**src/rtl/core/edf_tick_scheduler_macros.svh**
```systemverilog
// assertion macros for the edf tick scheduler
// used by rtl/core files that carry concurrent checks, no other dependencies
`ifndef EDF_TICK_SCHEDULER_MACROS_SVH
`define EDF_TICK_SCHEDULER_MACROS_SVH

// condition implies consequence in the same cycle
`define EDF_ASSERT_NOW(lbl, clk, rst_n, ante, cons, msg) \
	lbl: assert property (@(posedge clk) disable iff (!rst_n) (ante) |-> (cons)) \
		else $error(msg);

// condition implies consequence in the next cycle
`define EDF_ASSERT_NEXT(lbl, clk, rst_n, ante, cons, msg) \
	lbl: assert property (@(posedge clk) disable iff (!rst_n) (ante) |=> (cons)) \
		else $error(msg);

`endif

```
**src/rtl/core/edf_pkg.sv**
```systemverilog
// shared types, codes and defaults of the edf tick scheduler
// no dependencies; used by every module in rtl/core
`timescale 1ns / 1ps
`default_nettype none

package edf_pkg;

	// default number of task slots
	localparam int MAX_TASKS_DEF = 8;

	// command function codes
	localparam logic [1:0] FUNC_LOAD = 2'd0;
	localparam logic [1:0] FUNC_TICK = 2'd1;
	localparam logic [1:0] FUNC_READ = 2'd2;

	// reset value of the task count register
	localparam logic [3:0] TASK_COUNT_RESET = 4'd1;

	// controller states
	typedef enum logic [1:0] {
		ST_IDLE,
		ST_WALK,
		ST_APPLY
	} state_t;

	// one command transfer
	typedef struct packed {
		logic [1:0]  func;
		logic [2:0]  task_index;
		logic [15:0] exec_time;
		logic [15:0] period_len;
		logic [15:0] job_count;
	} in_item_t;

	// one result transfer
	typedef struct packed {
		logic [2:0]  running_task;
		logic        idle;
		logic        job_done;
		logic [7:0]  miss_mask;
		logic [15:0] miss_count;
		logic [31:0] wait_count;
	} out_item_t;

	// data handed from cell to cell during the walk
	typedef struct packed {
		logic        found;
		logic [15:0] best_dl;
		logic [15:0] miss_count;
		logic [31:0] wait_count;
	} walk_pkt_t;

	// controls broadcast from the controller to every cell
	typedef struct packed {
		logic       walk_en;
		logic       apply_tick;
		logic       apply_load;
		logic       found;
		logic [3:0] task_count;
		in_item_t   item;
	} cell_ctrl_t;

endpackage

`default_nettype wire

```
**src/rtl/core/edf_tick_scheduler.sv**
```systemverilog
// edf tick scheduler: a load goes from accept to the apply state and then the result
// strobe; tick and read first walk the search and query data down the chain of MAX_TASKS
// slot cells, one cell a cycle, then apply. a new command is taken in the strobe cycle,
// so no new command is taken before the last one is through.
// results cannot be stalled. asynchronous reset clears all slots, sets task count to 1
// and returns the sequencer to idle at once, with no clearing pass.
`timescale 1ns / 1ps
`default_nettype none

module edf_tick_scheduler #(
	parameter int MAX_TASKS = edf_pkg::MAX_TASKS_DEF
) (
	input  wire                clk,
	input  wire                arst_n,
	input  wire                start,
	output logic               busy,
	input  edf_pkg::in_item_t  cmd,
	input  wire                cfg_we,
	input  wire [3:0]          cfg_wdata,
	output edf_pkg::out_item_t result,
	output logic               res_valid
);

	localparam int IW = (MAX_TASKS > 1) ? $clog2(MAX_TASKS) : 1;

	edf_pkg::cell_ctrl_t ctrl;
	edf_pkg::walk_pkt_t  pkt   [MAX_TASKS+1];
	logic [IW-1:0]       run_c [MAX_TASKS+1];
	logic [IW-1:0]       run_bcast;
	logic [MAX_TASKS-1:0] done_vec, miss_vec;
	logic [7:0]          miss_bits;

	// chain entry: nothing found yet, bound all ones
	assign pkt[0]   = '{found: 1'b0, best_dl: 16'hFFFF, miss_count: 16'd0, wait_count: 32'd0};
	assign run_c[0] = '0;

	// row of slot cells
	for (genvar i = 0; i < MAX_TASKS; i++) begin : g_cell
		edf_cell #(
			.INDEX(i),
			.IW   (IW)
		) u_cell (
			.clk     (clk),
			.arst_n  (arst_n),
			.ctrl    (ctrl),
			.run     (run_bcast),
			.pkt_prev(pkt[i]),
			.run_prev(run_c[i]),
			.pkt_next(pkt[i+1]),
			.run_next(run_c[i+1]),
			.job_done(done_vec[i]),
			.missed  (miss_vec[i])
		);
	end

	// miss bits exist only for the first eight slots
	for (genvar j = 0; j < 8; j++) begin : g_mask
		if (j < MAX_TASKS) begin : g_has
			assign miss_bits[j] = miss_vec[j];
		end else begin : g_none
			assign miss_bits[j] = 1'b0;
		end
	end

	// sequencer and result register
	edf_ctrl #(
		.MAX_TASKS(MAX_TASKS),
		.IW       (IW)
	) u_ctrl (
		.clk      (clk),
		.arst_n   (arst_n),
		.start    (start),
		.busy     (busy),
		.cmd      (cmd),
		.cfg_we   (cfg_we),
		.cfg_wdata(cfg_wdata),
		.last_pkt (pkt[MAX_TASKS]),
		.last_run (run_c[MAX_TASKS]),
		.any_done (|done_vec),
		.miss_bits(miss_bits),
		.ctrl     (ctrl),
		.run_bcast(run_bcast),
		.result   (result),
		.res_valid(res_valid)
	);

endmodule

`default_nettype wire

```
**src/rtl/core/edf_cell.sv**
```systemverilog
// one task slot of the scheduler chain: slot state, walk stage and tick update
// depends on edf_pkg
`timescale 1ns / 1ps
`default_nettype none

module edf_cell #(
	parameter int INDEX = 0,
	parameter int IW    = 3
) (
	input  wire                 clk,
	input  wire                 arst_n,
	input  edf_pkg::cell_ctrl_t ctrl,
	input  wire [IW-1:0]        run,
	input  edf_pkg::walk_pkt_t  pkt_prev,
	input  wire [IW-1:0]        run_prev,
	output edf_pkg::walk_pkt_t  pkt_next,
	output logic [IW-1:0]       run_next,
	output logic                job_done,
	output logic                missed
);

	localparam logic [IW-1:0] MY_IDX = IW'(INDEX);

	// slot state
	logic [15:0] rem_q, dl_q, phase_q, exec_q, period_q, jobs_q, miss_q;
	logic [31:0] wait_q;

	// walk stage
	edf_pkg::walk_pkt_t pkt_q;
	logic [IW-1:0]      run_q;

	logic active, index_hit, eligible, take;
	logic is_run, wait_hit, run_done, run_miss, other_miss, miss_hit, reload;
	logic [15:0] rem_dec, rem_nx, dl_nx, phase_nx, jobs_nx, miss_nx;
	logic [31:0] wait_nx;
	edf_pkg::walk_pkt_t pkt_d;
	logic [IW-1:0]      run_d;

	// slot in use and command index match
	assign active    = (INDEX == 0) || (32'(INDEX) < {28'd0, ctrl.task_count});
	assign index_hit = (INDEX < 8) && (ctrl.item.task_index == 3'(INDEX));

	// walk: earliest deadline so far, and counters of the queried slot
	always_comb begin
		eligible = active && (rem_q != 16'd0) && (jobs_q != 16'd0);
		take     = eligible && (!pkt_prev.found || (dl_q < pkt_prev.best_dl));
		pkt_d    = pkt_prev;
		run_d    = run_prev;
		if (take) begin
			pkt_d.found   = 1'b1;
			pkt_d.best_dl = dl_q;
			run_d         = MY_IDX;
		end
		if (index_hit) begin
			pkt_d.miss_count = miss_q;
			pkt_d.wait_count = wait_q;
		end
	end

	always_ff @(posedge clk) begin
		if (ctrl.walk_en) begin
			pkt_q <= pkt_d;
			run_q <= run_d;
		end
	end

	assign pkt_next = pkt_q;
	assign run_next = run_q;

	// tick update of this slot
	always_comb begin
		is_run     = ctrl.found && (run == MY_IDX);
		rem_dec    = is_run ? rem_q - 16'd1 : rem_q;
		wait_hit   = !is_run && (rem_q != 16'd0) && (jobs_q != 16'd0)
			&& ({1'b0, phase_q} != ({1'b0, period_q} + 17'd1));
		run_done   = is_run && (rem_dec == 16'd0);
		run_miss   = is_run && (rem_dec != 16'd0) && (dl_q == 16'd1);
		other_miss = !is_run && (rem_q != 16'd0) && (dl_q <= 16'd1) && (jobs_q != 16'd0);
		miss_hit   = run_miss || other_miss;
		jobs_nx    = ((run_done || miss_hit) && (jobs_q != 16'd0)) ? jobs_q - 16'd1 : jobs_q;
		miss_nx    = (miss_hit && (miss_q != 16'hFFFF)) ? miss_q + 16'd1 : miss_q;
		wait_nx    = (wait_hit && (wait_q != 32'hFFFF_FFFF)) ? wait_q + 32'd1 : wait_q;
		reload     = (({1'b0, phase_q} + 17'd1) == {1'b0, period_q});
		if (reload) begin
			dl_nx    = period_q;
			rem_nx   = exec_q;
			phase_nx = 16'd0;
		end else begin
			dl_nx    = (dl_q != 16'd0) ? dl_q - 16'd1 : 16'd0;
			rem_nx   = rem_dec;
			phase_nx = phase_q + 16'd1;
		end
	end

	assign job_done = ctrl.apply_tick && active && run_done;
	assign missed   = ctrl.apply_tick && active && miss_hit;

	// slot registers
	always_ff @(posedge clk or negedge arst_n) begin
		if (!arst_n) begin
			rem_q    <= 16'd0;
			dl_q     <= 16'd0;
			phase_q  <= 16'd0;
			exec_q   <= 16'd0;
			period_q <= 16'd0;
			jobs_q   <= 16'd0;
			miss_q   <= 16'd0;
			wait_q   <= 32'd0;
		end else if (ctrl.apply_load && index_hit) begin
			exec_q   <= ctrl.item.exec_time;
			period_q <= ctrl.item.period_len;
			jobs_q   <= ctrl.item.job_count;
			rem_q    <= ctrl.item.exec_time;
			dl_q     <= ctrl.item.period_len;
			phase_q  <= 16'd0;
			miss_q   <= 16'd0;
			wait_q   <= 32'd0;
		end else if (ctrl.apply_tick && active) begin
			rem_q   <= rem_nx;
			dl_q    <= dl_nx;
			phase_q <= phase_nx;
			jobs_q  <= jobs_nx;
			miss_q  <= miss_nx;
			wait_q  <= wait_nx;
		end
	end

endmodule

`default_nettype wire

```
**src/rtl/core/edf_ctrl.sv**
```systemverilog
// command sequencer: task count register, walk counter, broadcast and result register
// depends on edf_pkg and edf_tick_scheduler_macros.svh
`timescale 1ns / 1ps
`default_nettype none
`include "edf_tick_scheduler_macros.svh"

module edf_ctrl #(
	parameter int MAX_TASKS = edf_pkg::MAX_TASKS_DEF,
	parameter int IW        = 3
) (
	input  wire                 clk,
	input  wire                 arst_n,
	input  wire                 start,
	output logic                busy,
	input  edf_pkg::in_item_t   cmd,
	input  wire                 cfg_we,
	input  wire [3:0]           cfg_wdata,
	input  edf_pkg::walk_pkt_t  last_pkt,
	input  wire [IW-1:0]        last_run,
	input  wire                 any_done,
	input  wire [7:0]           miss_bits,
	output edf_pkg::cell_ctrl_t ctrl,
	output logic [IW-1:0]       run_bcast,
	output edf_pkg::out_item_t  result,
	output logic                res_valid
);

	localparam int RW = (IW > 3) ? IW : 3;
	localparam logic [IW-1:0] CNT_LAST = IW'(MAX_TASKS - 1);

	edf_pkg::state_t    state_q, state_d;
	edf_pkg::in_item_t  item_q;
	edf_pkg::out_item_t result_q, result_d;
	logic [IW-1:0]      cnt_q;
	logic [3:0]         task_count_q;
	logic               res_valid_q;
	logic [RW-1:0]      run_wide;
	logic               accept, multi_cycle;

	assign accept      = start && !busy;
	assign multi_cycle = (cmd.func == edf_pkg::FUNC_TICK) || (cmd.func == edf_pkg::FUNC_READ);

	// task count register
	always_ff @(posedge clk or negedge arst_n) begin
		if (!arst_n) begin
			task_count_q <= edf_pkg::TASK_COUNT_RESET;
		end else if (cfg_we) begin
			task_count_q <= cfg_wdata;
		end
	end

	// command capture
	always_ff @(posedge clk) begin
		if (accept) begin
			item_q <= cmd;
		end
	end

	// next state
	always_comb begin
		state_d = state_q;
		case (state_q)
			edf_pkg::ST_IDLE: begin
				if (start) begin
					state_d = multi_cycle ? edf_pkg::ST_WALK : edf_pkg::ST_APPLY;
				end
			end
			edf_pkg::ST_WALK: begin
				if (cnt_q == CNT_LAST) begin
					state_d = edf_pkg::ST_APPLY;
				end
			end
			edf_pkg::ST_APPLY: state_d = edf_pkg::ST_IDLE;
			default:           state_d = edf_pkg::ST_IDLE;
		endcase
	end

	// state outputs and cell broadcast
	always_comb begin
		busy            = (state_q != edf_pkg::ST_IDLE);
		ctrl.walk_en    = (state_q == edf_pkg::ST_WALK);
		ctrl.apply_tick = (state_q == edf_pkg::ST_APPLY) && (item_q.func == edf_pkg::FUNC_TICK);
		ctrl.apply_load = (state_q == edf_pkg::ST_APPLY) && (item_q.func == edf_pkg::FUNC_LOAD);
		ctrl.found      = last_pkt.found;
		ctrl.task_count = task_count_q;
		ctrl.item       = item_q;
	end

	assign run_bcast = last_run;

	// state and walk counter
	always_ff @(posedge clk or negedge arst_n) begin
		if (!arst_n) begin
			state_q <= edf_pkg::ST_IDLE;
			cnt_q   <= '0;
		end else begin
			state_q <= state_d;
			if (state_q == edf_pkg::ST_WALK) begin
				cnt_q <= cnt_q + 1'b1;
			end else begin
				cnt_q <= '0;
			end
		end
	end

	// result formatting
	always_comb begin
		run_wide = RW'(last_run);
		result_d = '0;
		case (item_q.func)
			edf_pkg::FUNC_TICK: begin
				result_d.running_task = last_pkt.found ? run_wide[2:0] : 3'd0;
				result_d.idle         = !last_pkt.found;
				result_d.job_done     = any_done;
				result_d.miss_mask    = miss_bits;
			end
			edf_pkg::FUNC_READ: begin
				result_d.miss_count = last_pkt.miss_count;
				result_d.wait_count = last_pkt.wait_count;
			end
			default: result_d = '0;
		endcase
	end

	// result transfer register, one cycle strobe
	always_ff @(posedge clk) begin
		if (state_q == edf_pkg::ST_APPLY) begin
			result_q <= result_d;
		end
	end

	always_ff @(posedge clk or negedge arst_n) begin
		if (!arst_n) begin
			res_valid_q <= 1'b0;
		end else begin
			res_valid_q <= (state_q == edf_pkg::ST_APPLY);
		end
	end

	assign result    = result_q;
	assign res_valid = res_valid_q;

	// checks
	`EDF_ASSERT_NEXT(a_strobe_single, clk, arst_n, res_valid_q, !res_valid_q, "result strobe held")
	`EDF_ASSERT_NEXT(a_apply_strobe, clk, arst_n, state_q == edf_pkg::ST_APPLY, res_valid_q && !busy, "apply without transfer")
	`EDF_ASSERT_NOW(a_idle_tick, clk, arst_n, res_valid_q && result_q.idle, !result_q.job_done && (result_q.running_task == 3'd0), "idle tick with a runner")
	`EDF_ASSERT_NOW(a_walk_bound, clk, arst_n, state_q == edf_pkg::ST_WALK, cnt_q <= CNT_LAST, "walk counter overrun")

endmodule

`default_nettype wire
```
**config.mk**
```make
export PLATFORM = sky130hd
export DESIGN_NAME = edf_tick_scheduler
export DESIGN_NICKNAME = d
export VERILOG_FILES = /design/src/rtl/core/edf_pkg.sv /design/src/rtl/core/edf_tick_scheduler.sv /design/src/rtl/core/edf_cell.sv /design/src/rtl/core/edf_ctrl.sv
export VERILOG_INCLUDE_DIRS = /design/src /design/src/rtl/core
export SDC_FILE = /design/constraint.sdc
export NUM_CORES = 2
export LEC_CHECK = 0
export BUFFER_PORTS_ARGS = -buffer_cell sky130_fd_sc_hd__buf_2
export CAP_MARGIN = 20
export CORE_UTILIZATION = 45
export DETAILED_ROUTE_END_ITERATION = 6
export GPL_TIMING_DRIVEN = 0
export PLACE_DENSITY_LB_ADDON = 0.3
export SYNTH_ARGS = -nofsm -noshare
export SYNTH_HDL_FRONTEND = slang
export SYNTH_SLANG_ARGS = --single-unit
```
**constraint.sdc**
```tcl
create_clock -name clk -period 18.4 [get_ports clk]
set_clock_uncertainty 0.1 [all_clocks]
set_input_delay 1.84 -clock clk [delete_from_list [all_inputs] [get_ports clk]]
set_output_delay 1.84 -clock clk [all_outputs]
set_load 0.005 [all_outputs]
```
======== Word-level counts from Yosys, hierarchy flattened ========
Cells that the tools add are included.
W data, S select, Z words.
word-level totals
  register bits ........................... 1797
  bits of input ports ..................... 61
  output and inout bits ................... 63
  logic and storage cells ................. 743
operators by class
  $add $sub $neg .......................... 65
  magnitude comparators ................... 22
  eq/ne operators ......................... 63
  mux-type cells .......................... 179
  reductions and logical operators ........ 297
operators with widths
  operator                 number
  $mux W16                 142
  $mux W32                 24
  $reduce_bool A16 Y1      32
  $sub A16 B1 Y16 const B  24
  $mux W48                 7
  $add A16 B1 Y17 const B  16
  $add A16 B1 Y16 const B  16
  $add A32 B1 Y32 const B  8
  $ne A32 B32 Y1 const B   8
  $logic_and A1 B1 Y1      152
  $eq A17 B16 Y1           8
  $ne A16 B17 Y1           8
  $eq A16 B1 Y1 const B    8
  $le A16 B1 Y1 const B    8
  $logic_not A16 Y1        8
  $ne A16 B16 Y1 const B   8
  $lt A16 B16 Y1           7
  $reduce_bool A2 Y1       33
  $reduce_and A2 Y1        26
  $eq A3 B3 Y1 const B     9
  $logic_or A1 B1 Y1       24
  $logic_not A1 Y1         17
  $mux W17                 1
  $lt A3 B4 Y1 const A     4
  15 further kinds         28

======== Logic depth before layout (Yosys ltp) ========
  depth in word-level cells ............... 12
  mapped depth ............................ 15
  gate-level depth less buffers ........... 11

======== Hierarchy ========
A second synthesis with hierarchy kept.
second synthesis, totals
  cells, all modules ...................... 11111
  area, all modules ....................... 104534.0 µm²
modules (own cells, without submodules)
  module                        instances  cells an instance  area an instance (µm²)  sequential area each (µm²)
  edf_cell at g_cell[1].u_cell  1          1430               13227.7                 5645.4
  edf_cell at g_cell[4].u_cell  1          1341               12542.0                 5645.4
  edf_cell at g_cell[2].u_cell  1          1322               12477.0                 5645.4
  edf_cell at g_cell[6].u_cell  1          1387               12438.2                 5645.4
  edf_cell at g_cell[3].u_cell  1          1416               12430.7                 5645.4
  edf_cell at g_cell[5].u_cell  1          1414               12413.2                 5645.4
  edf_cell at g_cell[0].u_cell  1          1293               12405.6                 5645.4
  edf_cell at g_cell[7].u_cell  1          1286               12269.3                 5645.4
  edf_ctrl                      1          217                4306.6                  3674.8
  edf_tick_scheduler            1          5                  23.8                    0.0

======== Least setup slack after synthesis ========
Ideal clock, no wire load.
  kind .................................... flip-flop to flip-flop
  start ................................... register u_ctrl.state_q[1]
  end ..................................... register u_ctrl.cnt_q[1]
  library setup time ...................... 0.127 ns
  arrival time ............................ 11.406 ns
  required time ........................... 18.173 ns
  setup slack ............................. 6.767 ns
  stages on the path, launching flop included .. 4
  path buffers ............................ 0
  clock period less this slack ............ 11.633 ns
  cells stage by stage .................... dfrtp_1 -> nand2b_1 -> inv_1 -> and2_1
between the ends
  word-level cells in the longest chain between the ends .. 2
ends and longest elaborated chain
  element                   RTL line        source
  start: declaration        edf_ctrl.sv:31  edf_pkg::state_t state_q, state_d;
  start signal: assignment  edf_ctrl.sv:94  state_q <= edf_pkg::ST_IDLE;
  start signal: assignment  edf_ctrl.sv:97  state_q <= state_d;
  $eq A2 B1 Y1              edf_ctrl.sv:98  if (state_q == edf_pkg::ST_WALK) begin
  $mux W3                   edf_ctrl.sv:98
  end signal: assignment    edf_ctrl.sv:99  cnt_q <= cnt_q + 1'b1;
  end: declaration          edf_ctrl.sv:34  logic [IW-1:0] cnt_q;
No other way between the ends.
A chain may end at the register's enable or synchronous reset.

======== Worst setup path in the final report ========
  start ................................... register u_ctrl.item_q, in the netlist u_ctrl.ctrl[52]
  end ..................................... register g_cell[6].u_cell.jobs_q[13]
between the ends
  word-level cells in the longest chain between the ends .. 5
  elaborated cells between the ends (all ways) .. 10
  those cells by class .................... eq/ne: 1; mux: 1; reduce/logical: 8
ends and longest elaborated chain
  element                                           RTL line                          source
  start: declaration                                edf_ctrl.sv:32                    edf_pkg::in_item_t item_q;
  start signal: assignment                          edf_ctrl.sv:55                    item_q <= cmd;
  $eq A2 B1 Y1 or $logic_not A2 Y1 (tied branches)  edf_ctrl.sv:82, edf_ctrl.sv:83
  $logic_and A1 B1 Y1 (on tied branches)            edf_ctrl.sv:82, edf_ctrl.sv:83
  $logic_and A1 B1 Y1 (on tied branches)            edf_cell.sv:118, edf_cell.sv:109
  $reduce_bool A2 Y1 (no line)                      -
  $reduce_and A2 Y1 (no line)                       -
  end signal: assignment                            edf_cell.sv:112                   jobs_q <= ctrl.item.job_count;
  end signal: assignment                            edf_cell.sv:122                   jobs_q <= jobs_nx;
  end: declaration                                  edf_cell.sv:25                    logic [15:0] rem_q, dl_q, phase_q, exec_q, period_q, jobs_q, miss_q;
Several ways; a longest one is shown, not always the timed one.

==> impl_metrics.py <==
metrics = {
    "run_status": {
        "outcome": "finished with violations",
        "violations": "DRC",
    },
    "place": {
        "place_inst": 13494,
        "dpl.hpwl_um": 251900,
        "gp_congestion": 0.9739,
        "pre_cts_slack_ns": 12.68,
        "numPortBuffers": 123,
    },
    "timing": {
        "relSlewSlack_pct": 12.88,
        "slew_violations": 0,
        "final.setup.tns_ns": 0,
        "setup_viol_count_final": 0,
        "period_share_pct": 31.91,
        "period_minus_slack_ns": 5.871,
        "worst_slack_ns": 12.53,
        "rsz0062_at_grt": "no",
        "worstMarginPinSlew_ns": 1.307,
        "fmax_ghz": 0.1703,
        "hold_viol": 0,
    },
    "min_path": {
        "hold_class": "flop to flop",
    },
    "critical_path": {
        "cp-startpoint": "u_ctrl.ctrl[52]",
        "crit_end": "g_cell[6].u_cell.jobs_q[13]",
        "reg2reg_slack_ns": 12.53,
        "start_kind": "flop",
        "worstSetupPathType": "flop to flop",
        "reg2reg_to": "g_cell[6].u_cell.jobs_q[13]",
        "reg2reg_depth": 11,
        "worstSetupEndpointType": "flop",
        "crit-reg2reg-launch": "u_ctrl.ctrl[52]",
        "required_ns": 19.08,
        "critPathMaxFanout": 11,
        "crit_arrival_ns": 6.55,
    },
    "pwr": {
        "swShare_pct": 39.80,
        "total_power_mw": 17.48,
        "seqPwrFrac_pct": 37.1,
        "vdd_drop_max_uv": 118.5,
        "p_leak_nw": 46.89,
        "p_int_mw": 10.52,
        "power_density_nw_per_um2": 155.9,
        "power_frac_clock_pct": 24.1,
        "power_switching_mw": 6.957,
        "p_comb_share_pct": 38.7,
    },
    "synthesis": {
        "async_reset_ff_share_pct": 64.66,
        "synth_xor_area_share_pct": 6.258,
        "avgSynthCellArea_um2": 9.632,
        "ys.flop_type": "dfrtp_1",
        "syn_inst": 10360,
        "ys.warnings.count": 0,
        "synth-adder-area-share_pct": 2.244,
        "synth_cell_type_count": 96,
        "synth-simple-area-share_pct": 21.35,
        "synth-compound-area-share_pct": 12.08,
        "synth-seq-cells": 1797,
        "syn-cell-area_um2": 99790,
        "synth-edff-count": 635,
        "syn_nets": 10600,
        "muxShareOfSynthArea_pct": 6.115,
        "synth_top_family_by_area": "simple AND/OR/NAND/NOR gates",
        "ys_seq_area_share_pct": 48.25,
    },
    "die": {
        "die_w_um": 472.9,
        "start_util_pct": 45.37,
        "rows": 172,
        "die_area_um2": 223600,
        "dieHeight_um": 472.9,
        "io_pins": 124,
        "core_um2": 219900,
    },
    "drt": {
        "drcViolationCount": 2,
        "viasPerCell": 6.078,
        "wl_per_cell_um": 24.77,
        "wl_um": 344000,
        "dr.pass1.iters": 7,
        "ant_nets": 0,
        "drtIter0Drc": 8788,
        "vias": 84419,
    },
    "clock_network": {
        "clock_latency_ns": 0.88,
        "postCtsSetupRepairBufs": 0,
        "cts_resized": 0,
        "cts_tree": "done",
        "clock_sink_count": 1797,
        "cts_max_level": 4,
        "cts.clk_slew.worst_paths_ns": 0.06,
        "cts_buffers": 200,
        "cts_hold_buf": 0,
        "cts_root_buf": "clkbuf_16",
        "cts_buffer_depth": 3,
    },
    "flow_run": {
        "cap_violations": 0,
    },
    "final_layout": {
        "utilization_pct": 50.99,
        "nets": 10983,
        "area_delta_synth_final_pct": 12.39,
        "drive_gt1_share_pct": 10.34,
        "fin_cells": 13889,
    },
    "global_routing": {
        "antenna_found_initial": 17,
        "grt_pass1_wl_um": 513400,
        "grt_max_degree": 163,
        "grt_pass1_vias": 80332,
        "grt_util_all_layers_pct": 30.20,
        "grt.overflow.total": 0,
    },
}
==> cell type report <==
type	instances	area, µm²
inverters	275	1042
multi-input cells	7600	48000
well taps	2958	3701
diodes	11	27.53
plain buffers	688	2703
flip-flops and latches	1797	48150
clock buffers	236	5251
clock inverters	143	1688
repair buffers	181	1594
fillers	19956	107800
==> kinds of logic (layout without fill, tap and decap cells) <==
| kind of cell | after synthesis | after routing |
|---|---|---|
| buf+inv | 963 | 1523 |
| mux | 559 | 559 |
| simple gates | 4252 | 4252 |
| flops | 1797 | 1797 |
| fa+ha+maj | 179 | 179 |
| xor+xnor | 713 | 713 |
| other cells | 0 | 11 |
| compound gates | 1897 | 1897 |
==> state kept, by name, indices dropped and copies added (netlist names) <==
name and count:
g_cell.u_cell.dl_q 128, g_cell.u_cell.pkt_next 504, g_cell.u_cell.rem_q 128, u_ctrl.cnt_q 3
u_ctrl.result 61, u_ctrl.task_count_q 4, g_cell.u_cell.jobs_q 128, g_cell.u_cell.period_q 128
g_cell.u_cell.exec_q 128, g_cell.u_cell.miss_q 128, u_ctrl.res_valid 1, g_cell.u_cell.run_next 17
g_cell.u_cell.wait_q 256, u_ctrl.ctrl 53, g_cell.u_cell.phase_q 128, u_ctrl.state_q 2
==> synthesized netlist by cell type (all sizes together) (111+ instances only) <==
master	instances	area, µm²
a21oi	365	1827
a22oi	200	1501
a31oi	134	838.3
and2	166	1039
and3	134	838.3
clkbuf	581	2182
dfrtp	1161	29050
edfxtp	635	19070
ha	179	2240
inv	275	1032
mux2	405	4561
mux2i	154	1541
nand2	1472	5525
nand3	359	1802
nand4	225	1408
nor2	619	2323
nor3	335	1677
nor4	180	1157
o21ai	616	3083
or3	196	1226
or4	111	840.8
xnor2	405	3547
xor2	308	2698
==> placed cells by master (no fill, tap or decap), types with 100 or more instances in the layout <==
cell and count:
a21oi_1 365, a22oi_1 200, a31oi_1 133, and2_1 163, and3_1 134, buf_2 173
clkbuf_1 579, clkbuf_16 201, dfrtp_1 1161, edfxtp_1 635, ha_1 179, inv_1 273
mux2_2 405, mux2i_1 154, nand2_1 1472, nand2b_1 100, nand3_1 358, nand4_1 225
nor2_1 617, nor3_1 335, nor4_1 172, o211ai_1 103, o21ai_0 604, or3_1 196
or4_1 109, xnor2_1 405, xor2_1 308
==> critical path, cell delays in order (launching register included) <==
cell      delay [ns]
edfxtp_1        0.45
nor4bb_1        1.02
clkbuf_2        0.77
nand2b_1        0.43
nor4_1          0.74
o21ai_0         0.20
a31oi_1         0.82
a31o_2          0.33
clkbuf_1        0.36
nand4_1         0.18
xor2_1          0.17
o21ai_0         0.17
==> power groups by stage <==
stage	combinational, mW	sequential [mW]	clock, mW
after detailed placement	6.58	6.51	0
after floorplan	4.51	6.35	0
after global placement	6.41	6.88	0
final	6.77	6.49	4.22
after global routing	7.28	6.57	4.43
after CTS	6.64	6.45	4.27
==> metal layers <==
| metal | global-route usage [%] | vias to the layer above | part of all wire, % |
|---|---|---|---|
| li1 | - | 38217 | - |
| met1 | 40.00 | 41751 | 41 |
| met2 | 47.09 | 3646 | 45 |
| met3 | 5.762 | 795 | 8.1 |
| met4 | 15.31 | 10 | 5.6 |
| met5 | 0 | - | 0.021 |
==> metrics by stage <==
stage / area (µm²) / hold slack (ns)
3_3_place_gp: 104100 / 0.3199
6_report: 112200 / 0.3313
5_1_grt: 112100 / 0.3401
3_5_place_dp: 105200 / 0.3264
4_1_cts: 112100 / 0.3356
2_1_floorplan: 99790 / 0.3099
==> worst min-delay path by stage <==
stage                          from               to  slack [ns]  depth (start not counted)
floorplan           u_ctrl.cnt_q[0]  u_ctrl.cnt_q[0]        0.31                          1
global placement    u_ctrl.cnt_q[0]  u_ctrl.cnt_q[0]        0.32                          1
detailed placement  u_ctrl.cnt_q[0]  u_ctrl.cnt_q[0]        0.33                          1
CTS                 u_ctrl.cnt_q[0]  u_ctrl.cnt_q[0]        0.34                          1
global route        u_ctrl.cnt_q[0]  u_ctrl.cnt_q[0]        0.34                          1
finish              u_ctrl.cnt_q[0]  u_ctrl.cnt_q[0]        0.33                          1
Note: power is estimated with default switching activity, not from simulation.
